File: config.mk
export PLATFORM = sky130hd
export DESIGN_NAME = ber_tlv_header_parser_unit
export DESIGN_NICKNAME = d
export VERILOG_FILES = /design/src/btlv_pkg.sv /design/src/ber_tlv_header_parser_unit.sv
export SDC_FILE = /design/constraint.sdc
export NUM_CORES = 1
export LEC_CHECK = 0
export ABC_CLOCK_PERIOD_IN_PS = 4100
export BUFFER_PORTS_ARGS = -buffer_cell sky130_fd_sc_hd__buf_4
export CAP_MARGIN = 15
export CORE_MARGIN = 2
export CORE_UTILIZATION = 59
export DETAILED_ROUTE_END_ITERATION = 10
export PLACE_DENSITY = 0.76
export SYNTH_ARGS = -nofsm -noshare
export SYNTH_HDL_FRONTEND = slang
export SYNTH_SLANG_ARGS = --single-unit
export TNS_END_PERCENT = 30
File: constraint.sdc
create_clock -name clk -period 4.1 [get_ports clk]
set_clock_uncertainty 0.15 [all_clocks]
set_input_delay 0.82 -clock clk [delete_from_list [all_inputs] [get_ports clk]]
set_output_delay 0.82 -clock clk [all_outputs]
set_load 0.05 [all_outputs]
File: src/btlv_pkg.sv
// ----------------------------------------------------------------------------
// btlv_pkg
// Shared types and codes for the BER-TLV header parser: parse phases,
// byte kinds and error codes.
// ----------------------------------------------------------------------------
package btlv_pkg;

  typedef enum logic [2:0] {
    PH_TAG1  = 3'd0,
    PH_TAG2  = 3'd1,
    PH_LEN1  = 3'd2,
    PH_LENX  = 3'd3,
    PH_VALUE = 3'd4,
    PH_DONE  = 3'd5,
    PH_ERR   = 3'd6
  } phase_t;

  typedef enum logic [1:0] {
    KIND_TAG    = 2'd0,
    KIND_LEN    = 2'd1,
    KIND_VALUE  = 2'd2,
    KIND_IGNORE = 2'd3
  } kind_t;

  typedef enum logic [2:0] {
    ERR_NONE       = 3'd0,
    ERR_NO_EXT_TAG = 3'd1,
    ERR_MULTI_TAG  = 3'd2,
    ERR_NO_LENGTH  = 3'd3,
    ERR_INDEFINITE = 3'd4,
    ERR_TRUNC_LEN  = 3'd5,
    ERR_OVERFLOW   = 3'd6,
    ERR_VALUE_SHORT = 3'd7
  } err_t;

  localparam logic [7:0] TAG_EXT_MASK = 8'h1f;
  localparam logic [7:0] LEN_LONG_BIT = 8'h80;

endpackage

File: src/ber_tlv_header_parser_unit.sv
// ----------------------------------------------------------------------------
// ber_tlv_header_parser_unit
// Parses a single BER-TLV node header from a byte stream, classes every
// byte and reports a node summary on the final byte of each buffer.
// ----------------------------------------------------------------------------
// Output: a result word appears in the cycle after its input word is accepted.
// Throughput: one byte per cycle unless the result side stalls; the parse state updates in the
//   accept cycle, and the single result register drains while the next byte is taken.
// Reset (rst, synchronous): parse state returns to "expect first tag byte",
//   all counters and flags clear, and the result register empties.
module ber_tlv_header_parser_unit
  import btlv_pkg::*;
(
  input  logic        clk,
  input  logic        rst,
  // input channel
  input  logic        in_valid,
  output logic        in_ready,
  input  logic [7:0]  in_byte,
  input  logic        last_byte,
  // result channel
  output logic        out_valid,
  input  logic        out_ready,
  output logic [7:0]  out_byte,
  output logic [1:0]  byte_kind,
  output logic        finished,
  output logic [2:0]  error_code,
  output logic [15:0] tag,
  output logic [1:0]  tag_size,
  output logic        constructed,
  output logic [15:0] value_length,
  output logic [7:0]  length_size,
  output logic        more_follows
);

  // Parse state
  phase_t      phase, phase_next;
  logic [15:0] tag_reg, tag_reg_next;
  logic [1:0]  tag_count, tag_count_next;
  logic        constructed_reg, constructed_reg_next;
  logic [15:0] length_acc, length_acc_next;
  logic [6:0]  length_bytes_left, length_bytes_left_next;
  logic [7:0]  length_field_size, length_field_size_next;
  logic [15:0] value_left, value_left_next;
  logic [2:0]  error_reg, error_reg_next;
  logic        trailing_seen, trailing_seen_next;

  // Result computed from the byte in flight
  kind_t       kind;
  err_t        err;
  logic [6:0]  lbl_dec;
  logic [15:0] vl_dec;

  logic accept;

  // Take a new word whenever the result register is empty or draining.
  assign in_ready = !out_valid || out_ready;
  assign accept   = in_valid && in_ready;

  assign lbl_dec = length_bytes_left - 7'd1;
  assign vl_dec  = value_left - 16'd1;

  // Next-state logic: advance the header parse by one byte.
  always_comb begin
    phase_next             = phase;
    tag_reg_next           = tag_reg;
    tag_count_next         = tag_count;
    constructed_reg_next   = constructed_reg;
    length_acc_next        = length_acc;
    length_bytes_left_next = length_bytes_left;
    length_field_size_next = length_field_size;
    value_left_next        = value_left;
    error_reg_next         = error_reg;
    trailing_seen_next     = trailing_seen;
    kind                   = KIND_IGNORE;

    case (phase)
      PH_TAG1: begin
        kind                 = KIND_TAG;
        tag_reg_next         = {8'h00, in_byte};
        tag_count_next       = 2'd1;
        constructed_reg_next = in_byte[5];
        phase_next = ((in_byte & TAG_EXT_MASK) == TAG_EXT_MASK) ? PH_TAG2 : PH_LEN1;
      end
      PH_TAG2: begin
        kind           = KIND_TAG;
        tag_count_next = 2'd2;
        tag_reg_next   = {tag_reg[7:0], in_byte};
        if (in_byte[7]) begin
          error_reg_next = ERR_MULTI_TAG;
          phase_next     = PH_ERR;
        end else begin
          phase_next = PH_LEN1;
        end
      end
      PH_LEN1: begin
        kind                   = KIND_LEN;
        length_field_size_next = 8'd1;
        if ((in_byte & LEN_LONG_BIT) == 8'h00) begin
          // short form: the length is the byte itself
          length_acc_next = {8'h00, in_byte};
          value_left_next = {8'h00, in_byte};
          phase_next      = (in_byte != 8'h00) ? PH_VALUE : PH_DONE;
        end else if (in_byte[6:0] == 7'd0) begin
          error_reg_next = ERR_INDEFINITE;
          phase_next     = PH_ERR;
        end else begin
          length_bytes_left_next = in_byte[6:0];
          length_field_size_next = {1'b0, in_byte[6:0]} + 8'd1;
          length_acc_next        = 16'h0000;
          phase_next             = PH_LENX;
        end
      end
      PH_LENX: begin
        kind = KIND_LEN;
        if (|length_acc[15:8]) begin
          // another byte would push the length past 16 bits
          error_reg_next = ERR_OVERFLOW;
          phase_next     = PH_ERR;
        end else begin
          length_acc_next        = {length_acc[7:0], in_byte};
          length_bytes_left_next = lbl_dec;
          if (lbl_dec == 7'd0) begin
            value_left_next = {length_acc[7:0], in_byte};
            phase_next = ({length_acc[7:0], in_byte} != 16'h0000) ? PH_VALUE : PH_DONE;
          end
        end
      end
      PH_VALUE: begin
        kind            = KIND_VALUE;
        value_left_next = vl_dec;
        if (vl_dec == 16'h0000) begin
          phase_next = PH_DONE;
        end
      end
      PH_DONE: begin
        kind               = KIND_IGNORE;
        trailing_seen_next = 1'b1;
      end
      default: begin
        kind = KIND_IGNORE;
      end
    endcase
  end

  // Error judged on the final byte, after it has been taken in.
  always_comb begin
    case (phase_next)
      PH_ERR:   err = err_t'(error_reg_next);
      PH_TAG2:  err = ERR_NO_EXT_TAG;
      PH_LEN1:  err = ERR_NO_LENGTH;
      PH_LENX:  err = ERR_TRUNC_LEN;
      PH_VALUE: err = ERR_VALUE_SHORT;
      default:  err = ERR_NONE;
    endcase
  end

  // State registers: restart the parse after the final byte.
  always_ff @(posedge clk) begin
    if (rst || (accept && last_byte)) begin
      phase             <= PH_TAG1;
      tag_reg           <= 16'h0000;
      tag_count         <= 2'd0;
      constructed_reg   <= 1'b0;
      length_acc        <= 16'h0000;
      length_bytes_left <= 7'd0;
      length_field_size <= 8'd0;
      value_left        <= 16'h0000;
      error_reg         <= ERR_NONE;
      trailing_seen     <= 1'b0;
    end else if (accept) begin
      phase             <= phase_next;
      tag_reg           <= tag_reg_next;
      tag_count         <= tag_count_next;
      constructed_reg   <= constructed_reg_next;
      length_acc        <= length_acc_next;
      length_bytes_left <= length_bytes_left_next;
      length_field_size <= length_field_size_next;
      value_left        <= value_left_next;
      error_reg         <= error_reg_next;
      trailing_seen     <= trailing_seen_next;
    end
  end

  // Result register valid flag.
  always_ff @(posedge clk) begin
    if (rst) begin
      out_valid <= 1'b0;
    end else if (accept) begin
      out_valid <= 1'b1;
    end else if (out_ready) begin
      out_valid <= 1'b0;
    end
  end

  // Result payload: summary fields only on the final byte, length fields
  // only when the node parsed cleanly.
  always_ff @(posedge clk) begin
    if (accept) begin
      out_byte     <= in_byte;
      byte_kind    <= kind;
      finished     <= last_byte;
      error_code   <= last_byte ? err : ERR_NONE;
      tag          <= last_byte ? tag_reg_next : 16'h0000;
      tag_size     <= last_byte ? tag_count_next : 2'd0;
      constructed  <= last_byte && constructed_reg_next;
      if (last_byte && err == ERR_NONE) begin
        value_length <= length_acc_next;
        length_size  <= length_field_size_next;
        more_follows <= trailing_seen_next;
      end else begin
        value_length <= 16'h0000;
        length_size  <= 8'd0;
        more_follows <= 1'b0;
      end
    end
  end

`ifndef ASSERT_OFF
  // The parse always restarts after the final byte of a buffer.
  a_restart: assert property (@(posedge clk) disable iff (rst)
    accept && last_byte |=> phase == PH_TAG1)
    else $error("parser did not restart after final byte");

  // A stored error state always carries a nonzero code.
  a_err_code: assert property (@(posedge clk) disable iff (rst)
    phase == PH_ERR |-> error_reg != ERR_NONE)
    else $error("error phase without error code");

  // Failed nodes report no length summary.
  a_err_clean: assert property (@(posedge clk) disable iff (rst)
    out_valid && error_code != ERR_NONE |->
      value_length == 16'h0000 && length_size == 8'd0 && !more_follows)
    else $error("length summary reported with an error");

  // Non-final words carry no summary.
  a_nonfinal: assert property (@(posedge clk) disable iff (rst)
    out_valid && !finished |->
      error_code == ERR_NONE && tag == 16'h0000 && tag_size == 2'd0)
    else $error("summary fields set on a non-final word");
`endif

endmodule

==> results of run 1 <==
[layer usage]
metal	share of wire (%)	global-route usage, %
met2	48	50.0
met1	40	40.3
met4	2.2	11.4
met5	0	0
met3	8.9	5.92
[synthesized netlist by cell type, types with 4 or more instances]
cell type | instances | share of area [%]
a211oi_1 | 15 | 1.7
a21oi_1 | 76 | 5.9
a22oi_1 | 39 | 4.5
a31oi_1 | 6 | 0.58
and2_1 | 5 | 0.48
and3_1 | 5 | 0.48
buf_1 | 6 | 0.35
buf_2 | 8 | 0.62
clkbuf_1 | 37 | 2.1
dfxtp_1 | 74 | 23
edfxtp_1 | 58 | 27
ha_1 | 7 | 1.3
inv_1 | 14 | 0.81
nand2_1 | 111 | 6.4
nand3_1 | 33 | 2.5
nand4_1 | 6 | 0.58
nor2_1 | 105 | 6.1
nor3_1 | 15 | 1.2
o21ai_0 | 27 | 2.1
o31ai_1 | 4 | 0.46
or2_2 | 4 | 0.39
or3_1 | 4 | 0.39
or4_1 | 5 | 0.58
xor2_1 | 5 | 0.67
[cells by family after synthesis]
| group | Yosys count | synth area share (%) |
|---|---|---|
| and+or+nand+nor | 318 | 22.8 |
| adders and majority gates | 7 | 1.35 |
| AOI/OAI and AO/OA | 204 | 20.6 |
| xor gates and xnor gates | 8 | 1.08 |
| DFF | 132 | 49.6 |
| buffers and inverters | 68 | 4.43 |
| muxes | 1 | 0.154 |
[through the flow]
| stage | util, % | total power (uW) |
|---|---|---|
| 6_report | 70.7 | 3460 |
| 2_1_floorplan | - | 1890 |
| 3_5_place_dp | 65.4 | 2030 |
| 3_3_place_gp | 65.4 | 2030 |
| 4_1_cts | 70.7 | 3470 |
| 5_1_grt | 70.7 | 3570 |
[area by class of cell]
type	instances	area (um2)
clock buffers	19	442
flip-flops and latches	132	3220
clock inverters	12	129
multi-input cells	538	2980
repair buffers	82	628
well taps	140	175
inverters	14	52.6
fillers	827	3160
[worst min-delay path, stage by stage (launching register included)]
cell and delay (ps):
dfxtp_1 320, nand2_1 60, nor2_1 30
[power by group through the flow]
stage	Combinational [uW]	Clock (uW)	Sequential [uW]
global route	588	1510	1480
finish	547	1440	1470
CTS	541	1460	1470
global placement	532	0	1500
floorplan	287	0	1600
detailed placement	536	0	1500
[final timing paths]
check | to | slack [ps] | cells after the start
worst max-delay path | length_size[0]$_SDFFCE_PN0P_ | 710 | 9
worst min-delay path | error_reg[0]$_SDFFE_PP0P_ | 300 | 2
worst max register to register | length_size[0]$_SDFFCE_PN0P_ | 710 | 9
worst min register to register | error_reg[0]$_SDFFE_PP0P_ | 300 | 2
==> reports/metrics.cfg, run 1 <==
[worst_setup_path]
path_buf_inv = 2
max_stage_delay_ps = 740
worst_path_max_delay_cell = dfxtp_1
crit_type = register to register
crit_family = compound AO/OA/AOI/OAI gates
cp-end-kind = register
crit_chain = and3b_1 -> buf_4 -> o21ai_4 -> a221oi_1 -> a2111oi_0 -> o211a_1 -> o311ai_4 -> buf_4 -> a211oi_1
arrival_ps = 3590
cp_common_cell = buf_4
cp.required_ps = 4300
r2r-start = phase[2]$_SDFFE_PP0P_
cp_max_fo = 25
crit_start = phase[2]$_SDFFE_PP0P_
cp-start-kind = register

[route]
drc = 0
wl_mm = 17.6
final_antenna_net_count = 0
vias_per_cell = 6.42
detailroute.via_count = 6017
drt_iter0_drc = 649
firstDrtPassIters = 6
routedWlPerCell_um = 18.8

[clock_network]
htree_levels = 4
cts_tree = yes
cts_sinks = 132
cts-resized-gates = 0
cts_setup_buffers = 0
cts-root-buf = clkbuf_8
cts_buffers = 17
cts_buffer_depth = 2
clk_pin_slew_ps = 60
holdBufCountCts = 0
clkLatencyLatePin_ps = 530

[timing]
finalSetupViolations = 0
slew_headroom_pct = 46.4
layout_min_cycle_time_ps = 3390
setup_tns_ps = 0
hold_viol_final = 0
fmax_mhz = 295
tightest_slew_ps = 804
fin_hold_ws_ps = 305
slew_viol_final = 0
setup_slack_ps = 713
min_period_over_period_pct = 82.6
rsz0062_at_grt = false

[finish]
fin_area_um2 = 7630
layout.cells.most_common = nand2_1
diodes = 0
largest_reg_flops = 32
instances_no_fill = 937
drive_gt1_share_pct = 16.6
final_cell_mix = 111 x nand2_1, 105 x nor2_1, 81 x buf_4
area.growth.synth_to_final_pct = 17.6
fin_nets = 805

[pwr]
internal-power_uw = 2480
netSwitchingPower_uw = 980
irDropWorstVdd_v = 0.000242
seqPwrFrac_pct = 42.5
p_comb_share_pct = 15.8
p_per_area_nw_per_um2 = 454
p_leak_uw = 0.00279
clockPowerShare_pct = 41.7
swShare_pct = 28.3

[global_routing]
grt_overflow = 0
antenna_found_initial = 0
grt_pass1_vias = 5443
grt_usage_pct = 30.6
grt_pass1_wl_mm = 27.7
grt_start_max_net_pins = 67

[floorplan]
die_h_um = 109
start_util_pct = 60.2
pin_count = 73
dieArea_um2 = 11900
core_um2 = 10800
rows = 38
die_w_um = 109

[synth]
yosysWarnings = 0
synth_edf_count = 58
syn_area_per_cell_um2 = 8.80
syn_nets = 758
ys.flop_type = dfxtp_1
ys_ff_latch = 132
netlist_instances = 738
ys_seq_area_share_pct = 49.6
yosysUniqueCellTypes = 67
synth_area_um2 = 6490
synthArstFlopShare_pct = 0

[outcome]
status = finished, final reports clean

[worst_hold_path]
hold_start = error_reg[0]$_SDFFE_PP0P_
hold_path_class = register to register

[placement]
placed_area_um2 = 7060
dp_hpwl_mm = 11.5
place_ws_ps = 496
placed_cells = 906
gp_congestion = 0.896
port_buffers = 72

[run]
maxCapViolCount = 0

Power figures use the tool's default switching activity.
==> run 2, diff against run 1 <==
--- a/config.mk
+++ b/config.mk
@@ -5,13 +5,13 @@
 export SDC_FILE = /design/constraint.sdc
 export NUM_CORES = 1
 export LEC_CHECK = 0
-export ABC_CLOCK_PERIOD_IN_PS = 4100
+export ABC_CLOCK_PERIOD_IN_PS = 3000
 export BUFFER_PORTS_ARGS = -buffer_cell sky130_fd_sc_hd__buf_4
 export CAP_MARGIN = 15
 export CORE_MARGIN = 2
-export CORE_UTILIZATION = 59
+export CORE_UTILIZATION = 53
 export DETAILED_ROUTE_END_ITERATION = 10
-export PLACE_DENSITY = 0.76
+export PLACE_DENSITY = 0.72
 export SYNTH_ARGS = -nofsm -noshare
 export SYNTH_HDL_FRONTEND = slang
 export SYNTH_SLANG_ARGS = --single-unit
==> constraint.sdc (replaced) <==
create_clock -name clk -period 3 [get_ports clk]
set_clock_uncertainty 0.15 [all_clocks]
set_input_delay 0.6 -clock clk [delete_from_list [all_inputs] [get_ports clk]]
set_output_delay 0.6 -clock clk [all_outputs]
set_load 0.05 [all_outputs]
==> run 2 against run 1 <==
  * Worst setup slack worse by 550 ps
  * Critical path depth unchanged
  * Total power grew 51%
  * Hold slack got worse by 100 ps
  * Cell count is 4.6% higher
==> reports/metrics.cfg, run 2 (same netlist as run 1, synthesis figures left out) <==
[outcome]
status = finished, final reports clean

[floorplan]
core_um2 = 12000
die_h_um = 115
rows = 40
dieArea_um2 = 13200
start_util_pct = 54.3
die_w_um = 115
pin_count = 73

[clock_network]
cts_buffer_depth = 2
clkLatencyLatePin_ps = 430
cts_buffers = 17
cts_sinks = 132
holdBufCountCts = 0
cts-root-buf = clkbuf_16
cts_tree = yes
cts-resized-gates = 1
cts_setup_buffers = 0
clk_pin_slew_ps = 60
htree_levels = 4

[global_routing]
grt_overflow = 0
antenna_found_initial = 0
grt_start_max_net_pins = 56
grt_usage_pct = 27.4
grt_pass1_vias = 5637
grt_pass1_wl_mm = 28.2

[finish]
area.growth.synth_to_final_pct = 23.7
final_cell_mix = 115 x buf_4, 111 x nand2_1, 104 x nor2_1
n_fill_cell = 949
fin_nets = 840
regArea_um2 = 3220
instances_no_fill = 980
largest_reg_flops = 32
layout.cells.most_common = buf_4
multi_input_area_um2 = 2990
drive_gt1_share_pct = 20.3
diodes = 0

[pwr]
swShare_pct = 26.2
irDropWorstVdd_v = 0.000396
total_power_uw = 5220
seqPwrFrac_pct = 38.4
clockPowerShare_pct = 46.3
netSwitchingPower_uw = 1370
internal-power_uw = 3860
p_comb_share_pct = 15.3
p_per_area_nw_per_um2 = 650
p_leak_uw = 0.00302

[timing]
tightest_slew_ps = 660
finalSetupViolations = 0
hold_viol_final = 0
slew_headroom_pct = 56.0
fmax_mhz = 352
min_period_over_period_pct = 94.6
rsz0062_at_grt = false
setup_tns_ps = 0
layout_min_cycle_time_ps = 2840
slew_viol_final = 0
setup_slack_ps = 161
fin_hold_ws_ps = 205

[route]
drt_iter0_drc = 642
drc = 0
firstDrtPassIters = 7
final_antenna_net_count = 0
detailroute.via_count = 6055
wl_mm = 17.5
vias_per_cell = 6.18
routedWlPerCell_um = 17.8

[worst_setup_path]
worst_path_max_delay_cell = a31oi_1
crit_chain = inv_1 -> ha_1 -> a211oi_1 -> and4bb_2 -> a31oi_1 -> o211a_1 -> o311ai_4 -> buf_12 -> nor2_1
cp.required_ps = 3130
cp-start-kind = register
max_stage_delay_ps = 510
cp-end-kind = register
arrival_ps = 2970
cp_max_fo = 24
crit_type = register to register

[placement]
placed_cells = 947
gp_congestion = 0.931
port_buffers = 72
dp_hpwl_mm = 11.7
place_ws_ps = -156

[worst_hold_path]
hold_path_class = input pin to register

[run]
maxCapViolCount = 0

## run 2: per-layer routing
layer  vias to the layer above  part of all wire [%]  GRT usage, %
met5                         -                     0             0
met4                         0                   2.5          10.6
met3                        48                   7.6          5.93
met2                       273                    49          45.3
met1                      2892                    41          35.3
li1                       2842                     -             -
## run 2: worst max-delay path: cells and delay by family (launching register included)
family,cells,cell delay [ps]
AO/OA/AOI/OAI,4,1080
adder cells (fa/ha/maj),1,270
buffers and inverters,2,260
flip-flops,1,480
AND/OR/NAND/NOR,2,440
## run 2: final timing paths
check	from	slack, ps	end	depth (start not counted)
worst max-delay path	length_bytes_left[0]$_SDFFE_PP0P_	160	value_length[15]$_SDFFCE_PN0P_	9
worst min-delay path	rst	200	out_valid$_SDFFE_PP0P_	2
worst max register to register	length_bytes_left[0]$_SDFFE_PP0P_	160	value_length[15]$_SDFFCE_PN0P_	9
worst min register to register	error_reg[0]$_SDFFE_PP0P_	280	error_reg[0]$_SDFFE_PP0P_	2
## run 2: metrics by stage
stage | cell area [um2] | util, %
final | 8030 | 67.2
after global routing | 8030 | 67.2
after global placement | 7330 | 61.3
after detailed placement | 7330 | 61.3
after CTS | 8020 | 67.0
after floorplan | 6500 | -
## run 2: layout make-up
cell class | instances | area share [%]
Clock buffer | 19 | 5.39
Clock inverter | 13 | 3.16
Inverter | 14 | 0.654
Multi-Input combinational cell | 538 | 37.3
Sequential cell | 132 | 40.1
Tap cell | 147 | 2.29
Timing Repair Buffer | 117 | 11.1
## run 2: power by group through the flow
stage	clock network [uW]	logic, uW	registers, uW
floorplan	0	392	2190
global route	2510	857	2010
finish	2420	799	2010
CTS	2430	787	2010
detailed placement	0	780	2040
global placement	0	765	2040
